===== src/rtl/core/pfda_pkg.sv =====
// Package for the filtered-derivative PID block.
// Holds the datapath command codes, multiplier operand codes and shared types.
// No dependencies.
package pfda_pkg;

  localparam int unsigned SIG_W   = 32;
  localparam int unsigned TIME_W  = 24;
  localparam int unsigned ACC48_W = 48;
  localparam int unsigned HALF_W  = 24;
  localparam int unsigned CFG_IDX_W = 3;

  // Numerator of the derivative filter and its restoring divider.
  localparam int unsigned NUM_W     = 74;
  localparam int unsigned DEN_W     = 25;
  localparam int unsigned DIV_STEPS = NUM_W / 2;
  localparam int unsigned DCNT_W    = 6;

  // Shared multiplier and accumulator.
  localparam int unsigned MUL_W  = 33;
  localparam int unsigned PROD_W = 2 * MUL_W;
  localparam int unsigned SUM_W  = 82;

  // Configuration register indexes.
  localparam logic [CFG_IDX_W-1:0] CFG_GAIN_P = 3'd0;
  localparam logic [CFG_IDX_W-1:0] CFG_GAIN_I = 3'd1;
  localparam logic [CFG_IDX_W-1:0] CFG_GAIN_D = 3'd2;
  localparam logic [CFG_IDX_W-1:0] CFG_OUT_MIN = 3'd3;
  localparam logic [CFG_IDX_W-1:0] CFG_OUT_MAX = 3'd4;
  localparam logic [CFG_IDX_W-1:0] CFG_TAU    = 3'd5;

  // Datapath actions.
  localparam logic [3:0] ACT_NONE  = 4'd0;
  localparam logic [3:0] ACT_LOAD  = 4'd1;
  localparam logic [3:0] ACT_CLEAR = 4'd2;
  localparam logic [3:0] ACT_SKIP  = 4'd3;
  localparam logic [3:0] ACT_NUM   = 4'd4;
  localparam logic [3:0] ACT_MUL   = 4'd5;
  localparam logic [3:0] ACT_ACC   = 4'd6;
  localparam logic [3:0] ACT_DIVS  = 4'd7;
  localparam logic [3:0] ACT_DIV   = 4'd8;
  localparam logic [3:0] ACT_DIVE  = 4'd9;
  localparam logic [3:0] ACT_FIN   = 4'd10;

  // Multiplier operand pairs, in the order the sequencer issues them.
  localparam logic [2:0] MS_FDLO = 3'd0;
  localparam logic [2:0] MS_FDHI = 3'd1;
  localparam logic [2:0] MS_EDT  = 3'd2;
  localparam logic [2:0] MS_GP   = 3'd3;
  localparam logic [2:0] MS_GDLO = 3'd4;
  localparam logic [2:0] MS_GDHI = 3'd5;
  localparam logic [2:0] MS_GILO = 3'd6;
  localparam logic [2:0] MS_GIHI = 3'd7;

  typedef struct packed {
    logic [3:0] act;
    logic [2:0] msel;
  } pfda_cmd_t;

  typedef struct packed {
    logic is_clear;
    logic is_skip;
  } pfda_stat_t;

endpackage


===== src/rtl/core/pfda_ctrl.sv =====
// Sequencer of the filtered-derivative PID block.
// Depends on pfda_pkg; drives the datapath through pfda_cmd_t.
module pfda_ctrl (
  input  logic                clk,
  input  logic                rst_n,
  input  logic                in_valid,
  output logic                in_ready,
  output logic                out_valid,
  input  logic                out_ready,
  input  pfda_pkg::pfda_stat_t stat,
  output pfda_pkg::pfda_cmd_t  cmd
);

  localparam logic [3:0] ST_IDLE = 4'd0;
  localparam logic [3:0] ST_NUM  = 4'd1;
  localparam logic [3:0] ST_MUL  = 4'd2;
  localparam logic [3:0] ST_ACC  = 4'd3;
  localparam logic [3:0] ST_DIVS = 4'd4;
  localparam logic [3:0] ST_DIV  = 4'd5;
  localparam logic [3:0] ST_DIVE = 4'd6;
  localparam logic [3:0] ST_FIN  = 4'd7;
  localparam logic [3:0] ST_OUT  = 4'd8;

  logic [3:0] state_r, state_nxt;
  logic [2:0] idx_r, idx_nxt;
  logic [pfda_pkg::DCNT_W-1:0] cnt_r, cnt_nxt;

  assign in_ready  = (state_r == ST_IDLE);
  assign out_valid = (state_r == ST_OUT);

  always_comb begin
    state_nxt = state_r;
    idx_nxt   = idx_r;
    cnt_nxt   = cnt_r;
    cmd.act   = pfda_pkg::ACT_NONE;
    cmd.msel  = idx_r;
    unique case (state_r)
      ST_IDLE: begin
        if (in_valid) begin
          if (stat.is_clear) begin
            cmd.act   = pfda_pkg::ACT_CLEAR;
            state_nxt = ST_OUT;
          end else if (stat.is_skip) begin
            cmd.act   = pfda_pkg::ACT_SKIP;
            state_nxt = ST_OUT;
          end else begin
            cmd.act   = pfda_pkg::ACT_LOAD;
            state_nxt = ST_NUM;
          end
        end
      end
      ST_NUM: begin
        cmd.act   = pfda_pkg::ACT_NUM;
        idx_nxt   = pfda_pkg::MS_FDLO;
        state_nxt = ST_MUL;
      end
      ST_MUL: begin
        cmd.act   = pfda_pkg::ACT_MUL;
        state_nxt = ST_ACC;
      end
      ST_ACC: begin
        cmd.act = pfda_pkg::ACT_ACC;
        if (idx_r == pfda_pkg::MS_FDHI) begin
          state_nxt = ST_DIVS;
        end else if (idx_r == pfda_pkg::MS_GIHI) begin
          state_nxt = ST_FIN;
        end else begin
          idx_nxt   = idx_r + 3'd1;
          state_nxt = ST_MUL;
        end
      end
      ST_DIVS: begin
        cmd.act   = pfda_pkg::ACT_DIVS;
        cnt_nxt   = pfda_pkg::DCNT_W'(pfda_pkg::DIV_STEPS - 1);
        state_nxt = ST_DIV;
      end
      ST_DIV: begin
        cmd.act = pfda_pkg::ACT_DIV;
        cnt_nxt = cnt_r - 1'b1;
        if (cnt_r == '0) begin
          state_nxt = ST_DIVE;
        end
      end
      ST_DIVE: begin
        cmd.act   = pfda_pkg::ACT_DIVE;
        idx_nxt   = pfda_pkg::MS_EDT;
        state_nxt = ST_MUL;
      end
      ST_FIN: begin
        cmd.act   = pfda_pkg::ACT_FIN;
        state_nxt = ST_OUT;
      end
      ST_OUT: begin
        if (out_ready) begin
          state_nxt = ST_IDLE;
        end
      end
      default: begin
        state_nxt = ST_IDLE;
      end
    endcase
  end

  always_ff @(posedge clk) begin
    if (!rst_n) begin
      state_r <= ST_IDLE;
      idx_r   <= '0;
      cnt_r   <= '0;
    end else begin
      state_r <= state_nxt;
      idx_r   <= idx_nxt;
      cnt_r   <= cnt_nxt;
    end
  end

endmodule


===== config.mk =====
export PLATFORM = sky130hd
export DESIGN_NAME = pfda_ctrl
export DESIGN_NICKNAME = d
export VERILOG_FILES = /design/src/rtl/core/pfda_pkg.sv /design/src/rtl/core/pfda_ctrl.sv
export SDC_FILE = /design/constraint.sdc
export NUM_CORES = 1
export LEC_CHECK = 0
export ABC_AREA = 1
export BUFFER_PORTS_ARGS = -buffer_cell sky130_fd_sc_hd__buf_2
export CAP_MARGIN = 20
export CORE_MARGIN = 3
export CORE_UTILIZATION = 55
export CTS_CLUSTER_DIAMETER = 100
export CTS_CLUSTER_SIZE = 10
export DETAILED_ROUTE_END_ITERATION = 10
export PLACE_DENSITY = 0.79
export SLEW_MARGIN = 40
export SYNTH_ARGS = -nofsm -noshare
export SYNTH_HDL_FRONTEND = slang
export SYNTH_SLANG_ARGS = --single-unit

===== constraint.sdc =====
create_clock -name clk -period 1.78 [get_ports clk]
set_input_delay 0.178 -clock clk [delete_from_list [all_inputs] [get_ports clk]]
set_output_delay 0.178 -clock clk [all_outputs]
set_load 0.02 [all_outputs]

=== Word level (Yosys, flattened, before mapping) ===
Index checks and enable logic that the tools add are counted.

* ROM bits: 0
* Memories: 0
* Logic and storage cells: 43
* Input bits: 6
* Latch bits: 0
* Register bits after elaboration: 13
* Bits in writable memories: 0

* Mux-type cells: 16
* Bitwise operators: 0
* Order comparisons: 0
* Shift-type cells: 0
* Div/mod/pow operators: 0
* Reductions and logical operators: 7
* Equality and inequality tests: 15
* Multiply operators: 0
* Add/subtract/negate cells: 2

{| class="wikitable"
|+ Operators by type and width
! operator !! number
|-
| $pmux W4 S8 || 2
|-
| $mux W4 || 5
|-
| $eq A4 B3 Y1 const B || 4
|-
| $mux W3 || 4
|-
| $pmux W6 S2 || 1
|-
| $pmux W3 S3 || 1
|-
| $eq A4 B2 Y1 const B || 2
|-
| $ne A2 B2 Y1 const B || 4
|-
| $logic_not A6 Y1 || 1
|-
| $mux W2 || 3
|-
| $reduce_and A3 Y1 || 2
|-
| $sub A6 B1 Y6 const B || 1
|-
| $eq A4 B1 Y1 const B || 1
|-
| $eq A4 B4 Y1 const B || 1
|-
| $logic_not A4 Y1 || 1
|-
| $add A3 B1 Y3 const B || 1
|-
| $eq A3 B1 Y1 const B || 1
|-
| $eq A3 B3 Y1 const B || 1
|-
| $reduce_bool A3 Y1 || 1
|-
| $ne A2 B1 Y1 const B || 1
|-
| $reduce_bool A2 Y1 || 1
|-
| $reduce_or A2 Y1 || 1
|}

=== Logic depth before layout (Yosys ltp) ===
Gate-level depths: netlist (run 1).

* Word-level depth: 4
* Depth in mapped cells: 10

=== Least setup slack after synthesis (run 1) ===
Ideal clock, no wire load.

* Path type: reg2out
* Start: register state_r[1]
* End: output port cmd[4] in the netlist's numbering
* Data arrival time: 1226 ps
* Cell stages (with the launch flop): 8
* Setup slack: 376 ps
* Data required time: 1602 ps
* Buffers on the path: 0
* Cells stage by stage: dfxtp_1 -> inv_2 -> nand2_1 -> nor2_2 -> o21ai_1 -> nor2_1 -> nor2_1 -> nand3_1

{| class="wikitable"
|+ RTL lines
! element !! RTL line !! source
|-
| from (decl) || pfda_ctrl.sv:24 || <nowiki>logic [3:0] state_r, state_nxt;</nowiki>
|-
| from (signal assigned) || pfda_ctrl.sv:110 || <nowiki>state_r <= state_nxt;</nowiki>
|-
| to (decl) || pfda_ctrl.sv:11 || <nowiki>output pfda_pkg::pfda_cmd_t cmd</nowiki>
|}

==> impl_results.md, run 1 <==
* Iter 0 DRT Violations at 23
* WS Path Type: flop to primary output
* CP peak stage delay at approximately 0.44 ns
* Worst Clk Skew at ~0.007 ns
* FF/Latch Area at about 260 um2
* Critical path origin: state_r[0]
* Antenna violations before repair at 0
* CP delay by family, top: flip-flops
* RSZ-0062 raised after global routing: false
* Syn_nets at around 150
* Syn avg cell area at about 6.3 um2
* Clk root buf: clkbuf_4
* First-pass GRT wire length at between 3 and 4 mm
* Least-Margin Pin Slew at approximately 0.3 ns
* Core ar. at between 1000 and 1500 um2
* Dpl ws at approximately 0.40 ns
* DRT antenna net count at 0
* Hold path depth at 3
* CTS Buf Count at 3
* Crit-path max FO at 6
* Antenna cells at 0
* Power Density at approximately 640 nW/um2
* Max Freq at between 600 and 700 MHz
* Routed WL at approximately 1.9 mm
* First-pass iteration count of the detailed router at 4
* Cts repair resizes at 0
* Most frequent cells in the layout: nor2_1 (30), nand2_1 (23), inv_1 (18)
* Clock buffer depth at 2
* Hold Worst Slack at around 0.19 ns
* Setup TNS at 0 ns
* Max cap viols at 0
* Crit end category: primary output
* Total Power at between 600 and 700 uW
* Final hold vios at 0
* IR Drop Worst-Case VDD at roughly 0.55 mV
* Worst Min Path Start: rst_n
* Mapped Cells at 140
* R2R cell count at 6
* RD Place Congestion at around 0.87
* DIE WIDTH at between 40 and 50 um
* Synth warn at 0
* Max Slew Vio Count at 0
* Commonest non-fill, non-tap cell in the layout: nor2_1
* CP startpoint kind: flop
* Tcrit/Tclk final at 0.929
* Hold buffers post-CTS at 0
* Initial Utilization at 0.634
* Worst path buffer plus inverter count at 2
* Std cell rows at 13
* Critical Path AT at between 1 and 1.5 ns
* Filler cells at 130
* Setup violators final at 0
* Vias/cell at between 5 and 6
* Clock latency on the worst-skew pair at ~0.27 ns
* Yosys reg bits at 13
* Hold Crit Class: primary input to flop
* Req. time, crit path at about 1.6 ns
* Die ar. at approximately 2100 um2
* Pin count of the biggest net entering global routing at 8
* Worst-path cell chain: inv_1 -> nand2_1 -> nor2_2 -> o21ai_1 -> nor2_1 -> nor2_1 -> nand3_1 -> buf_2
* Layout area overhead at 13.1%
* Layout cells sized above 1 at 0.228
* Slowest CP cell: dfxtp_1
* Worst Hold Path EP: cnt_r[5]
* CTS sink cnt at 13
* Final worst slack at about 0.13 ns
* DRC errors left at 0
* Die height at ~46 um
* Worst flop-to-flop path startpoint: idx_r[0]
* Vias in the first global route at roughly 830
* Number of buffers added on ports at 14
* Io pins at 15
* Yosys cell types at 21
* Post-Syn Area at between 800 and 900 um2
* Sequential area share after synthesis at 0.293
* Layout net count at 170
* Gr ovfl total at 0
* HPWL Detailed at between 1.5 and 2 mm
* Status: finished, final reports clean
* Via Count at 919
* Reg2reg end: idx_r[0]
* Average wire per standard cell at approximately 11 um
* Post-CTS Setup Bufs at 0
* Core Util, Final at 0.717
* H-Tree Depth at 1
* Critical path's most frequent cell: nor2_1
* GRT Total Usage at 0.222
* Shortest period the worst path allows at 1.65 ns
* R2r setup slk at approximately 0.38 ns
* CTS tree: yes
* LEAKAGE at 0.000484 uW
* Slew margin rel. at 0.804
* Area of the multi-input gates at roughly 540 um2
* Clock-pin slew on the worst setup and hold paths at about 0.080 ns
[stage by stage]
step	area [um2]	cells
6_report	1000	173
5_1_grt	1000	173
4_1_cts	1000	173
3_5_place_dp	976	169
3_3_place_gp	976	169
2_1_floorplan	887	140
[power by group]
part / switching, uW / total [uW] / internal, uW
logic: 101 / 152 / 51.1
registers: 11.7 / 312 / 300
clock network: 91.9 / 179 / 86.8
[worst reg2reg max path, stage by stage (launching register included)]
cell,delay (ns)
dfxtp_1,0.35
ha_1,0.23
ha_1,0.20
o21ai_2,0.15
nand2_2,0.09
o21ai_0,0.22
nor2_1,0.06
[layout make-up]
cell class	count	area share
well taps	15	0.0187
inverters	22	0.0823
multi-input cells	105	0.542
flip-flops and latches	13	0.261
clock buffers	4	0.0262
repair buffers	14	0.0698
[synthesized netlist by cell type]
| cell | instances | share of area |
|---|---|---|
| nand2_4 | 1 | 0.013 |
| nand3_1 | 7 | 0.039 |
| nand3b_1 | 2 | 0.017 |
| dfxtp_1 | 13 | 0.29 |
| inv_2 | 4 | 0.017 |
| or2_2 | 1 | 0.0071 |
| nor3_1 | 2 | 0.011 |
| ha_1 | 5 | 0.071 |
| nand2_1 | 23 | 0.097 |
| nand4_1 | 2 | 0.014 |
| inv_1 | 18 | 0.076 |
| nand2_2 | 5 | 0.035 |
| nor3_2 | 1 | 0.011 |
| nor2_1 | 30 | 0.13 |
| nor2_2 | 3 | 0.021 |
| o21ai_0 | 9 | 0.051 |
| nor2_4 | 2 | 0.025 |
| a31oi_1 | 1 | 0.0071 |
| o21ai_2 | 1 | 0.0099 |
| a21oi_1 | 8 | 0.045 |
| o21ai_1 | 2 | 0.011 |
[state kept, by name, indices dropped and copies added, names as in the netlist]
register,count
state_r,4
idx_r,3
cnt_r,6
[layer usage]
layer | share of wire | GRT usage
met3 | 0.072 | 0.0781
met1 | 0.47 | 0.284
met2 | 0.45 | 0.346
met4 | 0.0067 | 0.0682
met5 | 0 | 0
[cells by family after synthesis]
| kind of cell | count (synthesis) | synth area share |
|---|---|---|
| compound gates | 21 | 0.124 |
| buf+inv | 22 | 0.0931 |
| simple gates | 79 | 0.419 |
| fa+ha+maj | 5 | 0.0705 |
| flops | 13 | 0.293 |
[worst max path at each step]
stage               endpoint  cells after the start
floorplan             cmd[4]                      7
global placement      cmd[4]                      8
detailed placement  idx_r[0]                      6
CTS                   cmd[4]                      8
global route          cmd[5]                      6
finish                cmd[4]                      8
(Power assumes the default switching activity.)
==> run 2: changes to the inputs <==
--- a/config.mk
+++ b/config.mk
@@ -9,11 +9,11 @@
 export BUFFER_PORTS_ARGS = -buffer_cell sky130_fd_sc_hd__buf_2
 export CAP_MARGIN = 20
 export CORE_MARGIN = 3
-export CORE_UTILIZATION = 55
+export CORE_UTILIZATION = 48
 export CTS_CLUSTER_DIAMETER = 100
 export CTS_CLUSTER_SIZE = 10
 export DETAILED_ROUTE_END_ITERATION = 10
-export PLACE_DENSITY = 0.79
+export PLACE_DENSITY = 0.71
 export SLEW_MARGIN = 40
 export SYNTH_ARGS = -nofsm -noshare
 export SYNTH_HDL_FRONTEND = slang
==> run 2 against run 1 <==
Register-to-register slack better by 0.09 ns. Sequential share of layout area is 0.32 points lower. Count of clock-buffer cells in the layout stayed put. First-iteration DRC count is 13% lower. Core utilization is 8.4 points lower. Via count is 2.6% lower. Fmax is 0.32% higher.
==> impl_results.md, run 2 (synthesis results as in run 1) <==
* Layout cells sized above 1 at 0.234 (+0.00633)
* Setup violators final at 0 (unchanged)
* Worst Min Path Start: rst_n
* Die ar. at 2400 um2 (+13%)
* Max Freq at 607 MHz (+0.32%)
* Die height at 49.0 um (+6.1%)
* Largest registers: cnt_r (6), state_r (4), idx_r (3)
* Worst Hold Path EP: cnt_r[3]
* Antenna cells at 0 (unchanged)
* Critical Path AT at 1.47 ns (about the same)
* Commonest non-fill, non-tap cell in the layout: nor2_1
* Post-CTS Setup Bufs at 0 (unchanged)
* Most frequent cells in the layout: nor2_1 (30), nand2_1 (23), inv_1 (18)
* R2r setup slk at 0.47 ns (+0.09 ns)
* Shortest period the worst path allows at 1.65 ns (-0.00520 ns)
* CTS tree: yes
* WS Path Type: flop to primary output
* Post-route cell area at 1020 um2 (+1.7%)
* Hold buffers post-CTS at 0 (unchanged)
* CP peak stage delay at 0.36 ns (-0.08 ns)
* Hold Worst Slack at 0.182 ns (-0.00967 ns)
* GRT Total Usage at 0.170 (-0.0520)
* Reg2reg end: cnt_r[2]
* IR Drop Worst-Case VDD at 0.463 mV (-16%)
* Io pins at 15 (unchanged)
* Layout net count at 170 (unchanged)
* Antenna violations before repair at 0 (unchanged)
* Top reg by flops: cnt_r
* First-pass GRT wire length at 3.27 mm (-4.8%)
* Clock latency on the worst-skew pair at 0.28 ns (about the same)
* RSZ-0062 raised after global routing: false
* Worst Clk Skew at 0.0101 ns (+0.00290 ns)
* Worst flop-to-flop path startpoint: state_r[3]
* Core Util, Final at 0.634 (-0.0838)
* Setup TNS at 0 ns (unchanged)
* Routed WL at 1.87 mm (-3.1%)
* Least-Margin Pin Slew at 0.284 ns (-0.00887 ns)
* Max cap viols at 0 (unchanged)
* Number of buffers added on ports at 14 (unchanged)
* Crit end category: primary output
* DRT antenna net count at 0 (unchanged)
* CP startpoint kind: flop
* Vias/cell at 4.92 (-7.4%)
* Via Count at 895 (-2.6%)
* CTS Buf Count at 3 (unchanged)
* Post-place instance area at 987 um2 (+1.2%)
* Status: finished, final reports clean
* Slew margin rel. at 0.810 (+0.00593)
* Std cell rows at 14 (+1)
* Vias in the first global route at 772 (-6.8%)
* Clock-pin slew on the worst setup and hold paths at 0.08 ns (about the same)
* Crit-path max FO at 6 (unchanged)
* Filler cells at 177 (+36%)
* Total Power at 644 uW (+0.22%)
* Hold path depth at 3 (unchanged)
* Clock buffer depth at 2 (unchanged)
* LEAKAGE at 0.000487 uW (+0.51%)
* Critical path's most frequent cell: nor2_1
* FF/Latch Area at 263 um2 (+0.48%)
* Req. time, crit path at 1.60 ns (about the same)
* Initial Utilization at 0.550 (-0.0837)
* Final hold vios at 0 (unchanged)
* RD Place Congestion at 0.875 (+0.75%)
* Pin count of the biggest net entering global routing at 8 (unchanged)
* Worst-path cell chain: inv_1 -> nand2_1 -> nor2_4 -> o21ai_1 -> nor2_1 -> nor2_1 -> nand3_1 -> buf_2
* Area of the multi-input gates at 549 um2 (+0.92%)
* HPWL Detailed at 1.51 mm (-2.8%)
* Slowest CP cell: dfxtp_2
* Gr ovfl total at 0 (unchanged)
* Iter 0 DRT Violations at 20 (-13%)
* R2R cell count at 6 (unchanged)
* CTS sink cnt at 13 (unchanged)
* First-pass iteration count of the detailed router at 4 (unchanged)
* DRC errors left at 0 (unchanged)
* Tcrit/Tclk final at 0.926 (-0.00292)
* Layout area overhead at 15.1%
* Cts repair resizes at 0 (unchanged)
* Core ar. at 1610 um2 (+15%)
* Max FFs per register at 6 (unchanged)
* DIE WIDTH at 49.0 um (+6.1%)
* Clk root buf: clkbuf_4
* Power Density at 630 nW/um2 (-1.5%)
* Hold Crit Class: primary input to flop
* Average wire per standard cell at 10.3 um (-7.8%)
* Max Slew Vio Count at 0 (unchanged)
* H-Tree Depth at 1 (unchanged)
==> run 2: cell types whose count changed in the layout (fill, tap and decap cells not counted) <==
cell     delta
dfxtp_2     +1
nor2_4      +1
dfxtp_1     -1
nor2_2      -1
==> run 2: cell type report <==
cell class / instances / share of cell area
clock buffer: 4 / 0.0257
sequential: 13 / 0.257
multi-input combinational: 105 / 0.538
timing repair buffer: 14 / 0.0686
inverter: 22 / 0.0809
tap: 24 / 0.0294
==> run 2: worst max-delay path: cells and delay by family (launching register included) <==
family          cells  cell delay [ns]
buf+inv             2             0.26
compound gates      1             0.10
simple gates        5             0.47
flops               1             0.36
==> run 2: metal layers <==
metal / part of all wire / wire [um] / vias up / track usage
met1: 0.49 / 926 / 390 / 0.224
met2: 0.45 / 836 / 20 / 0.271
li1: - / - / 481 / -
met5: 0 / 0 / - / 0
met4: 0.0085 / 16 / 0 / 0.0284
met3: 0.050 / 94 / 4 / 0.0581
==> run 2: stage by stage <==
step / worst slack (ns) / std cells
finish: 0.132 / 182
global placement: 0.421 / 178
detailed placement: 0.383 / 178
CTS: 0.0726 / 182
floorplan: 0.376 / 140
global route: 0.0130 / 182
==> run 2: where the power goes <==
part	switching (uW)	leakage [uW]	internal, uW	total (uW)
logic	100	0.000366	52.1	153
clock network	92.3	0.0000150	86.8	179
registers	11.4	0.000106	301	312
==> run 2: worst max-delay path by stage <==
stage	from	endpoint	slack, ns	depth (start not counted)
2_1_floorplan	state_r[1]	cmd[4]	0.38	7
3_3_place_gp	state_r[0]	cmd[4]	0.42	8
3_5_place_dp	state_r[0]	cmd[4]	0.38	8
4_1_cts	state_r[0]	cmd[4]	0.07	8
5_1_grt	state_r[0]	cmd[4]	0.01	8
6_report	state_r[0]	cmd[4]	0.13	8
==> run 3: changes to the inputs <==
--- a/config.mk
+++ b/config.mk
@@ -6,14 +6,14 @@
 export NUM_CORES = 1
 export LEC_CHECK = 0
 export ABC_AREA = 1
-export BUFFER_PORTS_ARGS = -buffer_cell sky130_fd_sc_hd__buf_2
 export CAP_MARGIN = 20
 export CORE_MARGIN = 3
 export CORE_UTILIZATION = 48
 export CTS_CLUSTER_DIAMETER = 100
 export CTS_CLUSTER_SIZE = 10
 export DETAILED_ROUTE_END_ITERATION = 10
-export PLACE_DENSITY = 0.71
+export DONT_BUFFER_PORTS = 1
+export PLACE_DENSITY = 0.64
 export SLEW_MARGIN = 40
 export SYNTH_ARGS = -nofsm -noshare
 export SYNTH_HDL_FRONTEND = slang
==> constraint.sdc (replaced) <==
create_clock -name clk -period 1.8 [get_ports clk]
set_input_delay 0.18 -clock clk [delete_from_list [all_inputs] [get_ports clk]]
set_output_delay 0.18 -clock clk [all_outputs]
set_load 0.02 [all_outputs]
==> run 3 against run 2 <==
Combinational power decreased by 8%. Global-route usage increased by 0.35 points. Non-clock buffer count decreased by 10. Die area unchanged. Critical path depth decreased by 2. Clock skew decreased by 0.0050 ns. Sequential power about the same. Power decreased by 0.70%.
==> impl_results.md, run 3 (synthesis results as in run 1) <==
* Filler cells at 162 (-8.5%)
* Max FFs per register at 6 (unchanged)
* Vias in the first global route at 774 (+0.26%)
* Critical Path AT at 1.48 ns (about the same)
* First-pass GRT wire length at 3.28 mm (+0.43%)
* First-pass iteration count of the detailed router at 4 (unchanged)
* CTS sink cnt at 13 (unchanged)
* RSZ-0062 raised after global routing: false
* CTS Buf Count at 3 (unchanged)
* Via Count at 874 (-2.3%)
* Core ar. at 1610 um2 (unchanged)
* RD Place Congestion at 0.876 (+0.13%)
* Max cap viols at 0 (unchanged)
* Crit-path max FO at 6 (unchanged)
* Status: finished, final reports clean
* H-Tree Depth at 1 (unchanged)
* CTS tree: yes
* Layout cells sized above 1 at 0.182 (-0.0517)
* Req. time, crit path at 1.62 ns (+0.02 ns)
* Gr ovfl total at 0 (unchanged)
* Pin count of the biggest net entering global routing at 8 (unchanged)
* Commonest non-fill, non-tap cell in the layout: nor2_1
* Initial Utilization at 0.550 (unchanged)
* Worst Clk Skew at 0.00506 ns (-0.00499 ns)
* Vias/cell at 5.08 (+3.3%)
* Routed WL at 1.94 mm (+3.3%)
* Setup violators final at 0 (unchanged)
* Max Freq at slightly above 600 MHz
* Most frequent cells in the layout: nor2_1 (30), nand2_1 (23), inv_1 (18)
* Post-CTS Setup Bufs at 0 (unchanged)
* HPWL Detailed at 1.47 mm (-2.1%)
* Setup TNS at 0 ns (unchanged)
* Antenna cells at 0 (unchanged)
* DRT antenna net count at 0 (unchanged)
* Dpl ws at 0.287 ns (-0.0964 ns)
* Layout area overhead at 11.4%
* Least-Margin Pin Slew at 0.661 ns (+0.377 ns)
* Clock latency on the worst-skew pair at 0.28 ns (about the same)
* Io pins at 15 (unchanged)
* Average wire per standard cell at 11.3 um (+9.3%)
* Final hold vios at 0 (unchanged)
* GRT Total Usage at 0.174 (+0.00353)
* Hold Crit Class: primary input to flop
* Std cell rows at 14 (unchanged)
* DIE WIDTH at 49.0 um (unchanged)
* Top reg by flops: cnt_r
* CP startpoint kind: flop
* Max Slew Vio Count at 0 (unchanged)
* Die ar. at 2400 um2 (unchanged)
* Power Density at 647 nW/um2 (+2.6%)
* Layout net count at 160 (-5.9%)
* Antenna violations before repair at 0 (unchanged)
* Tcrit/Tclk final at 0.919
* DRC errors left at 0 (unchanged)
* Clock buffer depth at 2 (unchanged)
* LEAKAGE at 0.000447 uW (-8.1%)
* WS Path Type: flop to primary output
* Number of buffers added on ports at 0 (-14)
* Iter 0 DRT Violations at 13 (-35%)
* Largest registers: cnt_r (6), state_r (4), idx_r (3)
* Final worst slack at 0.145 ns (+0.0125 ns)
* Slew margin rel. at 0.555 (-0.255)
* Crit end category: primary output
* Clock-pin slew on the worst setup and hold paths at 0.08 ns (about the same)
* IR Drop Worst-Case VDD at 0.455 mV (-1.7%)
* Clk root buf: clkbuf_4
* Shortest period the worst path allows at ~1.7 ns
* Die height at 49.0 um (unchanged)
[run 3: cell count changes in the layout (fill, tap and decap cells not counted), sizes merged]
cell         delta
buf            -11
dlygate4sd3     +1
[run 3: worst max-delay path, stage by stage, from the launching register on]
cell and delay, ns:
dfxtp_1 0.38, inv_2 0.09, nand2_2 0.16, nor2_1 0.09, inv_1 0.18, o21ai_0 0.13, buf_4 0.17
[run 3: final timing paths]
path,startpoint,to,slack (ns),depth (start not counted)
max,state_r[3],cmd[5],0.14,6
min reg2reg,cnt_r[0],cnt_r[0],0.44,1
min,rst_n,idx_r[2],0.01,2
max reg2reg,idx_r[1],state_r[0],0.35,8
[run 3: stage by stage]
step           utilization  hold slack (ns)  cell area (um2)  std cells  power, uW
6_report             0.613           0.0104              988        172        639
5_1_grt              0.613           0.0110              988        172        679
4_1_cts              0.609          0.00924              981        172        640
3_5_place_dp         0.583            0.291              940        167        449
3_3_place_gp         0.583            0.283              940        167        449
2_1_floorplan            -            0.278              887        140        421
[run 3: layer usage]
metal,vias to the layer above,GRT usage,share of wire
met4,0,0.0853,0.012
met5,-,0,0
met3,4,0.0612,0.067
li1,458,-,-
met1,387,0.206,0.47
met2,25,0.276,0.45
[run 3: report_power, final]
group | switching (uW) | leakage, uW | internal [uW]
Clock | 102 | 0.0000150 | 86.1
Sequential | 14.3 | 0.000106 | 297
Combinational | 94.3 | 0.000326 | 45.5
Total | 210 | 0.000447 | 429
[run 3: area by class of cell]
type                       instances  area [um2]  share of cell area
multi-input combinational        105         554               0.561
timing repair buffer               4        32.5              0.0329
inverter                          22        82.6              0.0835
sequential                        13         263               0.266
clock buffer                       4        26.3              0.0266
tap                               24        30.0              0.0304
[run 3: repair_timing]
action                                  in CTS  in global routing
endpoints found under the setup margin       1                  2
hold buffers                                 1                  0
pin swaps                                    0                  1
hold endpoints to repair                     1                  0
gates resized for setup                      1                  3
